==> config.mk <==
export PLATFORM = sky130hd
export DESIGN_NAME = kpp_ctrl
export DESIGN_NICKNAME = d
export VERILOG_FILES = /design/src/hw/rtl/keyframe_pose_player_defines.svh /design/src/hw/rtl/kpp_pkg.sv /design/src/hw/rtl/kpp_ctrl.sv
export SDC_FILE = /design/constraint.sdc
export NUM_CORES = 1
export LEC_CHECK = 0
export BUFFER_PORTS_ARGS = -buffer_cell sky130_fd_sc_hd__buf_2
export CELL_PAD_IN_SITES_DETAIL_PLACEMENT = 1
export CELL_PAD_IN_SITES_GLOBAL_PLACEMENT = 1
export CORE_MARGIN = 2
export CORE_UTILIZATION = 37
export DETAILED_ROUTE_END_ITERATION = 16
export PLACE_DENSITY_LB_ADDON = 0.25
export SLEW_MARGIN = 25
export SYNTH_ARGS = -nofsm -noshare
export SYNTH_HDL_FRONTEND = slang
export SYNTH_SLANG_ARGS = --single-unit
==> constraint.sdc <==
create_clock -name clk -period 1.6 [get_ports clk]
set_input_delay 0 -clock clk [delete_from_list [all_inputs] [get_ports clk]]
set_output_delay 0 -clock clk [all_outputs]
set_load 0.1 [all_outputs]
==> src/hw/rtl/keyframe_pose_player_defines.svh <==
// Assertion macros for the keyframe pose player.
// Used by the top level only; no other dependencies.
`ifndef KEYFRAME_POSE_PLAYER_DEFINES_SVH
`define KEYFRAME_POSE_PLAYER_DEFINES_SVH
`ifndef SYNTHESIS
`define KPP_ASSERT_NEVER(lbl, cond) \
    lbl: assert property (@(posedge clk) disable iff (!rst_n) !(cond)) \
        else $error("kpp: forbidden condition");
`define KPP_ASSERT_NEXT(lbl, pre, post) \
    lbl: assert property (@(posedge clk) disable iff (!rst_n) (pre) |=> (post)) \
        else $error("kpp: sequence violated");
`else
`define KPP_ASSERT_NEVER(lbl, cond)
`define KPP_ASSERT_NEXT(lbl, pre, post)
`endif
`endif

==> src/hw/rtl/kpp_pkg.sv <==
// Package for the keyframe pose player: codes, keyframe ROM, command/status types.
// No dependencies.
`timescale 1ns / 1ps
package kpp_pkg;

    localparam int KEYFRAME_ROM_DEPTH_DEF = 32;
    localparam int MAX_SEGMENTS_DEF       = 9;
    localparam int ANG_W                  = 15;
    localparam int DT_W                   = 21;
    localparam int DUR_W                  = 20;
    localparam int FRAC_W                 = 17;
    localparam int NUM_W                  = DT_W + 16;
    localparam int IDX_W                  = 6;

    localparam logic [1:0] CMD_TICK   = 2'd0;
    localparam logic [1:0] CMD_START  = 2'd1;
    localparam logic [1:0] CMD_CANCEL = 2'd2;

    localparam logic [2:0] TRICK_WAVE  = 3'd0;
    localparam logic [2:0] TRICK_BOW   = 3'd1;
    localparam logic [2:0] TRICK_BEG   = 3'd2;
    localparam logic [2:0] TRICK_SHAKE = 3'd3;
    localparam logic [2:0] TRICK_NONE  = 3'd4;

    localparam logic [FRAC_W-1:0] FRAC_ONE  = 17'd65536;
    localparam logic [FRAC_W-1:0] FRAC_HALF = 17'd32768;

    typedef logic [11:0][ANG_W-1:0] pose_t;

    typedef struct packed {
        pose_t            ang;
        logic [DUR_W-1:0] dur;
    } frame_t;

    typedef struct packed {
        logic             load;
        logic             advance;
        logic             div_init;
        logic             div_step;
        logic             mul_step;
        logic [IDX_W-1:0] idx;
    } kpp_cmd_t;

    typedef struct packed {
        logic adv_more;
    } kpp_status_t;

    function automatic logic [3*ANG_W-1:0] leg3(input int a, input int b, input int c);
        logic [ANG_W-1:0] ea;
        logic [ANG_W-1:0] eb;
        logic [ANG_W-1:0] ec;
        ea = ANG_W'(a);
        eb = ANG_W'(b);
        ec = ANG_W'(c);
        return {ec, eb, ea};
    endfunction

    localparam logic [3*ANG_W-1:0] STAND   = leg3(0, 3129, -6742);
    localparam logic [3*ANG_W-1:0] W_UP    = leg3(492, 1311, -9011);
    localparam logic [3*ANG_W-1:0] W_LEFT  = leg3(-819, 1147, -9011);
    localparam logic [3*ANG_W-1:0] W_RIGHT = leg3(1843, 1556, -9011);
    localparam logic [3*ANG_W-1:0] B_FRONT = leg3(0, 4588, -8602);
    localparam logic [3*ANG_W-1:0] B_REAR  = leg3(0, 3195, -6554);
    localparam logic [3*ANG_W-1:0] G_FRONT = leg3(737, 5939, -8397);
    localparam logic [3*ANG_W-1:0] G_REAR  = leg3(0, 5530, -10445);
    localparam logic [3*ANG_W-1:0] S_POS   = leg3(901, 3129, -6742);
    localparam logic [3*ANG_W-1:0] S_NEG   = leg3(-655, 3129, -6742);

    localparam pose_t STAND_POSE = {STAND, STAND, STAND, STAND};

    function automatic frame_t rom_frame(input logic [4:0] idx);
        frame_t f;
        f = '0;
        unique case (idx)
            5'd0:  f = '{{STAND, STAND, STAND, W_UP}, 20'd450000};
            5'd1:  f = '{{STAND, STAND, STAND, W_LEFT}, 20'd220000};
            5'd2:  f = '{{STAND, STAND, STAND, W_RIGHT}, 20'd220000};
            5'd3:  f = '{{STAND, STAND, STAND, W_LEFT}, 20'd220000};
            5'd4:  f = '{{STAND, STAND, STAND, W_RIGHT}, 20'd220000};
            5'd5:  f = '{{STAND, STAND, STAND, W_UP}, 20'd200000};
            5'd6:  f = '{STAND_POSE, 20'd450000};
            5'd7:  f = '{{B_REAR, B_REAR, B_FRONT, B_FRONT}, 20'd600000};
            5'd8:  f = '{{B_REAR, B_REAR, B_FRONT, B_FRONT}, 20'd700000};
            5'd9:  f = '{STAND_POSE, 20'd600000};
            5'd10: f = '{{G_REAR, G_REAR, G_FRONT, G_FRONT}, 20'd650000};
            5'd11: f = '{{G_REAR, G_REAR, G_FRONT, G_FRONT}, 20'd900000};
            5'd12: f = '{STAND_POSE, 20'd650000};
            5'd13: f = '{{S_NEG, S_POS, S_NEG, S_POS}, 20'd180000};
            5'd14: f = '{{S_POS, S_NEG, S_POS, S_NEG}, 20'd140000};
            5'd15: f = '{{S_NEG, S_POS, S_NEG, S_POS}, 20'd140000};
            5'd16: f = '{{S_POS, S_NEG, S_POS, S_NEG}, 20'd140000};
            5'd17: f = '{{S_NEG, S_POS, S_NEG, S_POS}, 20'd140000};
            5'd18: f = '{{S_POS, S_NEG, S_POS, S_NEG}, 20'd140000};
            5'd19: f = '{{S_NEG, S_POS, S_NEG, S_POS}, 20'd140000};
            5'd20: f = '{{S_POS, S_NEG, S_POS, S_NEG}, 20'd140000};
            5'd21: f = '{STAND_POSE, 20'd350000};
            default: f = '0;
        endcase
        return f;
    endfunction

    function automatic logic [3:0] trick_base(input logic [2:0] trk);
        logic [3:0] b;
        b = 4'd0;
        unique case (trk)
            TRICK_WAVE:  b = 4'd0;
            TRICK_BOW:   b = 4'd7;
            TRICK_BEG:   b = 4'd10;
            TRICK_SHAKE: b = 4'd13;
            default:     b = 4'd0;
        endcase
        return b;
    endfunction

    function automatic logic [3:0] trick_len(input logic [2:0] trk);
        logic [3:0] n;
        n = 4'd0;
        unique case (trk)
            TRICK_WAVE:  n = 4'd7;
            TRICK_BOW:   n = 4'd3;
            TRICK_BEG:   n = 4'd3;
            TRICK_SHAKE: n = 4'd9;
            default:     n = 4'd0;
        endcase
        return n;
    endfunction

endpackage

==> src/hw/rtl/kpp_ctrl.sv <==
// Sequencer for the keyframe pose player: command, segment advance, divide,
// blend and output phases. Depends on kpp_pkg.
`timescale 1ns / 1ps
module kpp_ctrl (
    input  logic               clk,
    input  logic               rst_n,
    input  logic               in_valid,
    output logic               in_ready,
    output logic               out_valid,
    input  logic               out_ready,
    output logic               out_last,
    input  kpp_pkg::kpp_status_t status,
    output kpp_pkg::kpp_cmd_t    cmd
);
    import kpp_pkg::*;

    localparam logic [2:0] ST_IDLE = 3'd0;
    localparam logic [2:0] ST_ADV  = 3'd1;
    localparam logic [2:0] ST_DIV  = 3'd2;
    localparam logic [2:0] ST_MUL  = 3'd3;
    localparam logic [2:0] ST_OUT  = 3'd4;

    localparam logic [IDX_W-1:0] DIV_TOP  = IDX_W'(NUM_W - 1);
    localparam logic [IDX_W-1:0] MUL_LAST = IDX_W'(11);
    localparam logic [IDX_W-1:0] LEG_LAST = IDX_W'(3);

    logic [2:0]       state_reg;
    logic [2:0]       state_next;
    logic [IDX_W-1:0] cnt_reg;
    logic [IDX_W-1:0] cnt_next;

    assign in_ready  = (state_reg == ST_IDLE);
    assign out_valid = (state_reg == ST_OUT);
    assign out_last  = out_valid && (cnt_reg == LEG_LAST);

    always_comb
    begin
        state_next   = state_reg;
        cnt_next     = cnt_reg;
        cmd          = '0;
        cmd.idx      = cnt_reg;
        cmd.load     = in_valid && in_ready;
        unique case (state_reg)
            ST_IDLE:
            begin
                if (in_valid)
                begin
                    state_next = ST_ADV;
                end
            end
            ST_ADV:
            begin
                if (status.adv_more)
                begin
                    cmd.advance = 1'b1;
                end
                else
                begin
                    cmd.div_init = 1'b1;
                    cnt_next     = DIV_TOP;
                    state_next   = ST_DIV;
                end
            end
            ST_DIV:
            begin
                cmd.div_step = 1'b1;
                if (cnt_reg == '0)
                begin
                    state_next = ST_MUL;
                end
                else
                begin
                    cnt_next = cnt_reg - 1'b1;
                end
            end
            ST_MUL:
            begin
                cmd.mul_step = 1'b1;
                if (cnt_reg == MUL_LAST)
                begin
                    cnt_next   = '0;
                    state_next = ST_OUT;
                end
                else
                begin
                    cnt_next = cnt_reg + 1'b1;
                end
            end
            ST_OUT:
            begin
                if (out_ready)
                begin
                    if (cnt_reg == LEG_LAST)
                    begin
                        cnt_next   = '0;
                        state_next = ST_IDLE;
                    end
                    else
                    begin
                        cnt_next = cnt_reg + 1'b1;
                    end
                end
            end
            default:
            begin
                state_next = ST_IDLE;
            end
        endcase
    end

    always_ff @(posedge clk or negedge rst_n)
    begin
        if (!rst_n)
        begin
            state_reg <= ST_IDLE;
            cnt_reg   <= '0;
        end
        else
        begin
            state_reg <= state_next;
            cnt_reg   <= cnt_next;
        end
    end

endmodule

==> summary.md, run 1 <==
| Metric | Value |
|---|---|
| Outcome | finished, violations left |
| Wire per inst | ~25 um |
| Crit path kind | reg2reg |
| Die area | 2940 um2 |
| Final WL | 4.67 mm |
| Min Clock Period, post-route | 1.87 ns |
| Slew headroom | 0.671 |
| Ant. Diodes | 0 |
| Fraction of layout cells with a size suffix above 1 | 0.734 |
| Hpwl dp | roughly 2.4 mm |
| Final setup vio count | 10 |
| Most frequent cells in the layout | 36 x buf_4, 10 x buf_2, 10 x buf_6 |
| Clock Skew | just over 0.004 ns |
| Htree depth | 1 |
| DR DRC count | 0 |
| Max-cap violations | 0 |
| RSZ-0062 raised after global routing | yes |
| Gr usage total | 0.294 |
| Worst-path clk slew | roughly 0.080 ns |
| Critical Path AT | 2.00 ns |
| Fin nets | between 150 and 200 |
| Synth cell types | 53 |
| Initial core utilization | 0.383 |
| Clock Latency Late Sink | 0.27 ns |
| 1st-iter DRT viols | 33 |
| Post-synth EDFFs | 0 |
| Num Clock Sinks | 9 |
| WP data required | roughly 1.7 ns |
| Die Wd | roughly 54 um |
| Cells after Synth | 91 |
| DP Cell Count | around 160 |
| Area delta synth->final | 84.3% |
| CTS Buf Count | 3 |
| Total congestion overflow | 0 |
| Max reg flops | 6 |
| Synthesized Nets | 99 |
| First-pass GRT wire length | 5.89 mm |
| Final ANT Viol Nets | 0 |
| Startpoint Class | flop |
| Largest net degree at the start of global routing | 10 |
| Syn. warnings | 0 |
| Chip height | 54.2 um |
| Vias/cell | around 6.0 |
| Detailed-route via count | 1,105 |
| Critical Path Sink Type | flop |
| Final Non-Filler Cells | 184 |
| Violated checks | negative setup slack |
| Final Hold Fails | 0 |
| Register bit count reported by yosys | 9 |
| Site Rows | 18 |
| Max Clock Freq | 0.534 GHz |
| Fin crit share | 1.17 |
| CTS tree | yes |
| Top FF cell, synth | dfrtp_1 |
| Placement Setup Slack | -0.205 ns |
| Vias in the first global route | 1,066 |
| Seq/Total Area, Yosys | 0.242 |
| Mean post-synth cell area | 10.2 um2 |
| CORE AREA | ~2400 um2 |
| Max-slew violation count | 0 |
| Clk root buf | clkbuf_4 |
| Placer Congestion | 0.909 |
| Mapped Area | around 930 um2 |
| I/O pin count | 19 |
| Setup ws final | -0.273 ns |
| Worst slew pin tran | 0.492 ns |
| Drt first pass iters | 4 |
| Worst Path Max Fanout | 8 |
| Clk buf depth | 2 |
| Hold Path Class | in2async |
| Initial antenna violation count | 0 |
| Post-synth ARST share | 1.00 |
| Commonest non-fill, non-tap cell in the layout | buf_4 |
| Port Buffers | 18 |
-- final timing paths --
path,slack (ns),cells past startpoint,startpoint,endpoint
worst min-delay path,0.15,2,rst_n,state_reg[2]
worst min register to register,0.78,2,state_reg[2],state_reg[2]
worst max register to register,-0.27,7,cnt_reg[1],cnt_reg[2]
max in group asynchronous,1.22,2,rst_n,cnt_reg[1]
worst max-delay path,-0.27,7,cnt_reg[1],cnt_reg[2]
min in group clk,0.33,3,status,state_reg[1]
-- cells in the mapped netlist, drive strengths merged (2+ instances only) --
cell type	instances	area [um2]
nand3	2	15.0
and2	2	15.0
a221oi	2	23.8
mux2i	3	30.0
buf	7	55.1
o21ai	5	40.0
a21o	2	15.0
dfrtp	9	225
nor4b	4	53.8
ha	3	37.5
xor2	2	17.5
nor3	6	35.0
nor2	5	26.3
nand3b	2	27.5
nor3b	4	51.3
nor4	2	27.5
nand2	4	15.0
inv	5	18.8
and3	3	18.8
a2111oi	2	17.5
-- worst max-delay path, stage by stage, from the launching register on --
cell	delay (ns)
dfrtp_4	0.46
inv_2	0.07
ha_4	0.15
nor4b_4	0.13
nor2_2	0.17
nor2_4	0.09
a2111oi_1	0.51
nor3_1	0.15
-- cell type report --
cell class / count / area, um2
multi-input cells: 70 / 768
well taps: 30 / 37.5
repair buffers: 66 / 623
flip-flops and latches: 9 / 241
fillers: 237 / 714
clock buffers: 4 / 26.3
inverters: 5 / 21.3
-- cells by family after synthesis --
group | Yosys count | share of synthesized area
AO/OA/AOI/OAI | 23 | 0.231
XOR/XNOR | 2 | 0.0188
adder cells (fa/ha/maj) | 3 | 0.0403
buffers and inverters | 12 | 0.0792
flip-flops | 9 | 0.242
multiplexers | 3 | 0.0322
AND/OR/NAND/NOR | 39 | 0.357
-- metrics by stage --
stage	hold WS [ns]	utilization	cell area (um2)	TNS (ns)
2_1_floorplan	-0.296	-	996	-4.80
5_1_grt	0.156	0.706	1720	-2.21
4_1_cts	0.128	0.653	1590	-0.928
3_3_place_gp	-0.123	0.590	1430	-0.591
6_report	0.147	0.706	1720	-1.55
3_5_place_dp	-0.121	0.590	1430	-0.890
-- routing by layer --
layer / wire [um] / up-vias / track usage
li1: - / 474 / -
met1: 1910 / 574 / 0.364
met2: 2470 / 41 / 0.530
met3: 148 / 16 / 0.0361
met4: 137 / 0 / 0.0792
met5: 0 / - / 0
-- what timing repair did --
action,4_1_cts,5_1_grt
hold buffers,1,0
hold endpoints to repair,9,0
setup buffers,6,9
gates resized for setup,18,16
pin swaps,9,15
setup endpoints to repair,11,15
Power of run 1 is not shown: default switching activity piles up to over one toggle a cycle in this logic, so the estimate is an artifact.
==> inputs of run 2 (changes only) <==
--- a/config.mk
+++ b/config.mk
@@ -6,11 +6,13 @@
 export NUM_CORES = 1
 export LEC_CHECK = 0
 export BUFFER_PORTS_ARGS = -buffer_cell sky130_fd_sc_hd__buf_2
+export CAP_MARGIN = 20
 export CELL_PAD_IN_SITES_DETAIL_PLACEMENT = 1
 export CELL_PAD_IN_SITES_GLOBAL_PLACEMENT = 1
 export CORE_MARGIN = 2
 export CORE_UTILIZATION = 37
 export DETAILED_ROUTE_END_ITERATION = 16
+export GPL_TIMING_DRIVEN = 0
 export PLACE_DENSITY_LB_ADDON = 0.25
 export SLEW_MARGIN = 25
 export SYNTH_ARGS = -nofsm -noshare
==> summary.md, run 2 (synthesis results as in run 1) <==
| Metric | Value |
|---|---|
| Outcome | finished, violations left |
| Violated checks | negative setup slack |
| Num Clock Sinks | 9 (unchanged) |
| Drt first pass iters | 4 (unchanged) |
| CORE AREA | 2430 um2 (unchanged) |
| Global routing usage on met3 | 0.0389 (+0.00278) |
| Final ANT Viol Nets | 0 (unchanged) |
| Fraction of layout cells with a size suffix above 1 | 0.721 (-0.0123) |
| Max reg flops | 6 (unchanged) |
| Detailed-route via count | 963 (-13%) |
| 1st-iter DRT viols | 10 (-70%) |
| Final setup vio count | 10 (unchanged) |
| Die Wd | 54.2 um (unchanged) |
| Max-cap violations | 0 (unchanged) |
| Ant. Diodes | 0 (unchanged) |
| Htree depth | 1 (unchanged) |
| Max-slew violation count | 0 (unchanged) |
| Fillers | 242 (+2.1%) |
| Post-DP Area | 1120 um2 (-22%) |
| Hold Path Class | in2async |
| Worst slew pin tran | 0.486 ns (-0.00685 ns) |
| Worst Path Max Fanout | 7 (-1) |
| Max Clock Freq | 0.546 GHz (+2.3%) |
| Largest net degree at the start of global routing | 11 (+1) |
| Met2 Use GR | 0.460 (-0.0703) |
| Crit path kind | reg2reg |
| Vias in the first global route | 1,009 (-5.3%) |
| Most frequent cells in the layout | 31 x buf_4, 11 x buf_2, 5 x buf_6 |
| Setup TNS | -1.37 ns (+0.184 ns) |
| Site Rows | 18 (unchanged) |
| Port Buffers | 18 (unchanged) |
| Setup ws final | -0.232 ns (+0.0418 ns) |
| CTS Buf Count | 3 (unchanged) |
| Startpoint Class | flop |
| GRT met1 Usage | 0.299 (-0.0641) |
| Hpwl dp | 1.91 mm (-21%) |
| Chip height | 54.2 um (unchanged) |
| Crit-path cells | ha_4, nor4b_4, a21oi_2, o21ai_4, a311oi_1, o32a_1 |
| CP max stage delay | 0.53 ns (+0.02 ns) |
| Final Hold Fails | 0 (unchanged) |
| Gr usage total | 0.256 (-0.0386) |
| Wire per inst | 21.9 um (-14%) |
| Clock Latency Late Sink | 0.29 ns (+0.02 ns) |
| Fin nets | 149 (-8.6%) |
| First-pass GRT wire length | 5.15 mm (-13%) |
| Area delta synth->final | 67.4% |
| WP data required | 1.82 ns (+0.09 ns) |
| Total congestion overflow | 0 (unchanged) |
| Initial antenna violation count | 0 (unchanged) |
| Vias/cell | 5.66 (-5.7%) |
| Clk buf depth | 2 (unchanged) |
| DR DRC count | 0 (unchanged) |
| Critical Path Sink Type | flop |
| Worst-path clk slew | 0.08 ns (about the same) |
| Critical Path AT | 2.05 ns (+0.05 ns) |
| Fin util | 0.641 (-0.0648) |
| Clock Skew | 0.00736 ns (+0.00330 ns) |
| Clk root buf | clkbuf_4 |
| Commonest non-fill, non-tap cell in the layout | buf_4 |
| GRT Max-Usage Layer | met2 |
| Die area | 2940 um2 (unchanged) |
| Min Clock Period, post-route | 1.83 ns (-0.0418 ns) |
| Fin crit share | 1.14 (-0.0261) |
| Final WL | 3.72 mm (-20%) |
| Slew headroom | 0.679 (+0.00762) |
| Placer Congestion | 0.780 (-14%) |
| Finished Cell Area | 1560 um2 (-9.2%) |
| Slowest cell on crit path | dfrtp_4 |
| I/O pin count | 19 (unchanged) |
| Initial core utilization | 0.383 (unchanged) |
| RSZ-0062 raised after global routing | yes |
| CTS tree | yes |
run 2: worst paths after layout:
path	start	endpoint	slack, ns	cells after the start
worst min-delay path	rst_n	state_reg[0]	0.1	2
max in group asynchronous	rst_n	cnt_reg[0]	1.26	2
worst max-delay path	cnt_reg[1]	cnt_reg[4]	-0.23	6
min in group clk	status	state_reg[1]	0.30	3
worst min register to register	state_reg[2]	state_reg[2]	0.75	2
worst max register to register	cnt_reg[1]	cnt_reg[4]	-0.23	6
run 2: what timing repair did:
| item | in CTS | in global routing |
|---|---|---|
| setup endpoints to repair | 16 | 13 |
| hold buffers | 1 | 0 |
| pin swaps | 17 | 15 |
| gates resized for setup | 28 | 17 |
| setup buffers | 21 | 7 |
| cloned | 0 | 0 |
| endpoints found under the hold margin | 9 | 0 |
run 2: worst max-delay path: cells and delay by family (launching register included):
kind	cells	cell delay, ns
AOI/OAI and AO/OA	4	0.93
adders and majority gates	1	0.19
DFF	1	0.53
and+or+nand+nor	1	0.12
run 2: through the flow:
step	cells	hold WS (ns)	worst slack [ns]
after floorplan	91	-0.296	-0.579
after global placement	139	-0.124	-0.336
after detailed placement	139	-0.119	-0.333
after global routing	170	0.152	-0.286
after CTS	163	0.117	-0.105
final	170	0.0982	-0.232
run 2: cell type report:
class,count,area [um2],area share
tap,30,37.5,0.0241
clock buffer,4,26.3,0.0168
inverter,5,23.8,0.0152
sequential,9,238,0.152
multi-input combinational,70,818,0.524
buffer,5,61.3,0.0393
timing repair buffer,47,355,0.228
run 2: metal layers:
layer,wire length [um],vias up,share of wire
li1,-,445,-
met1,1630,493,0.44
met2,1940,18,0.52
met3,69,7,0.019
met4,83,0,0.022
met5,0,-,0
Power of run 2 is left out for the same reason.
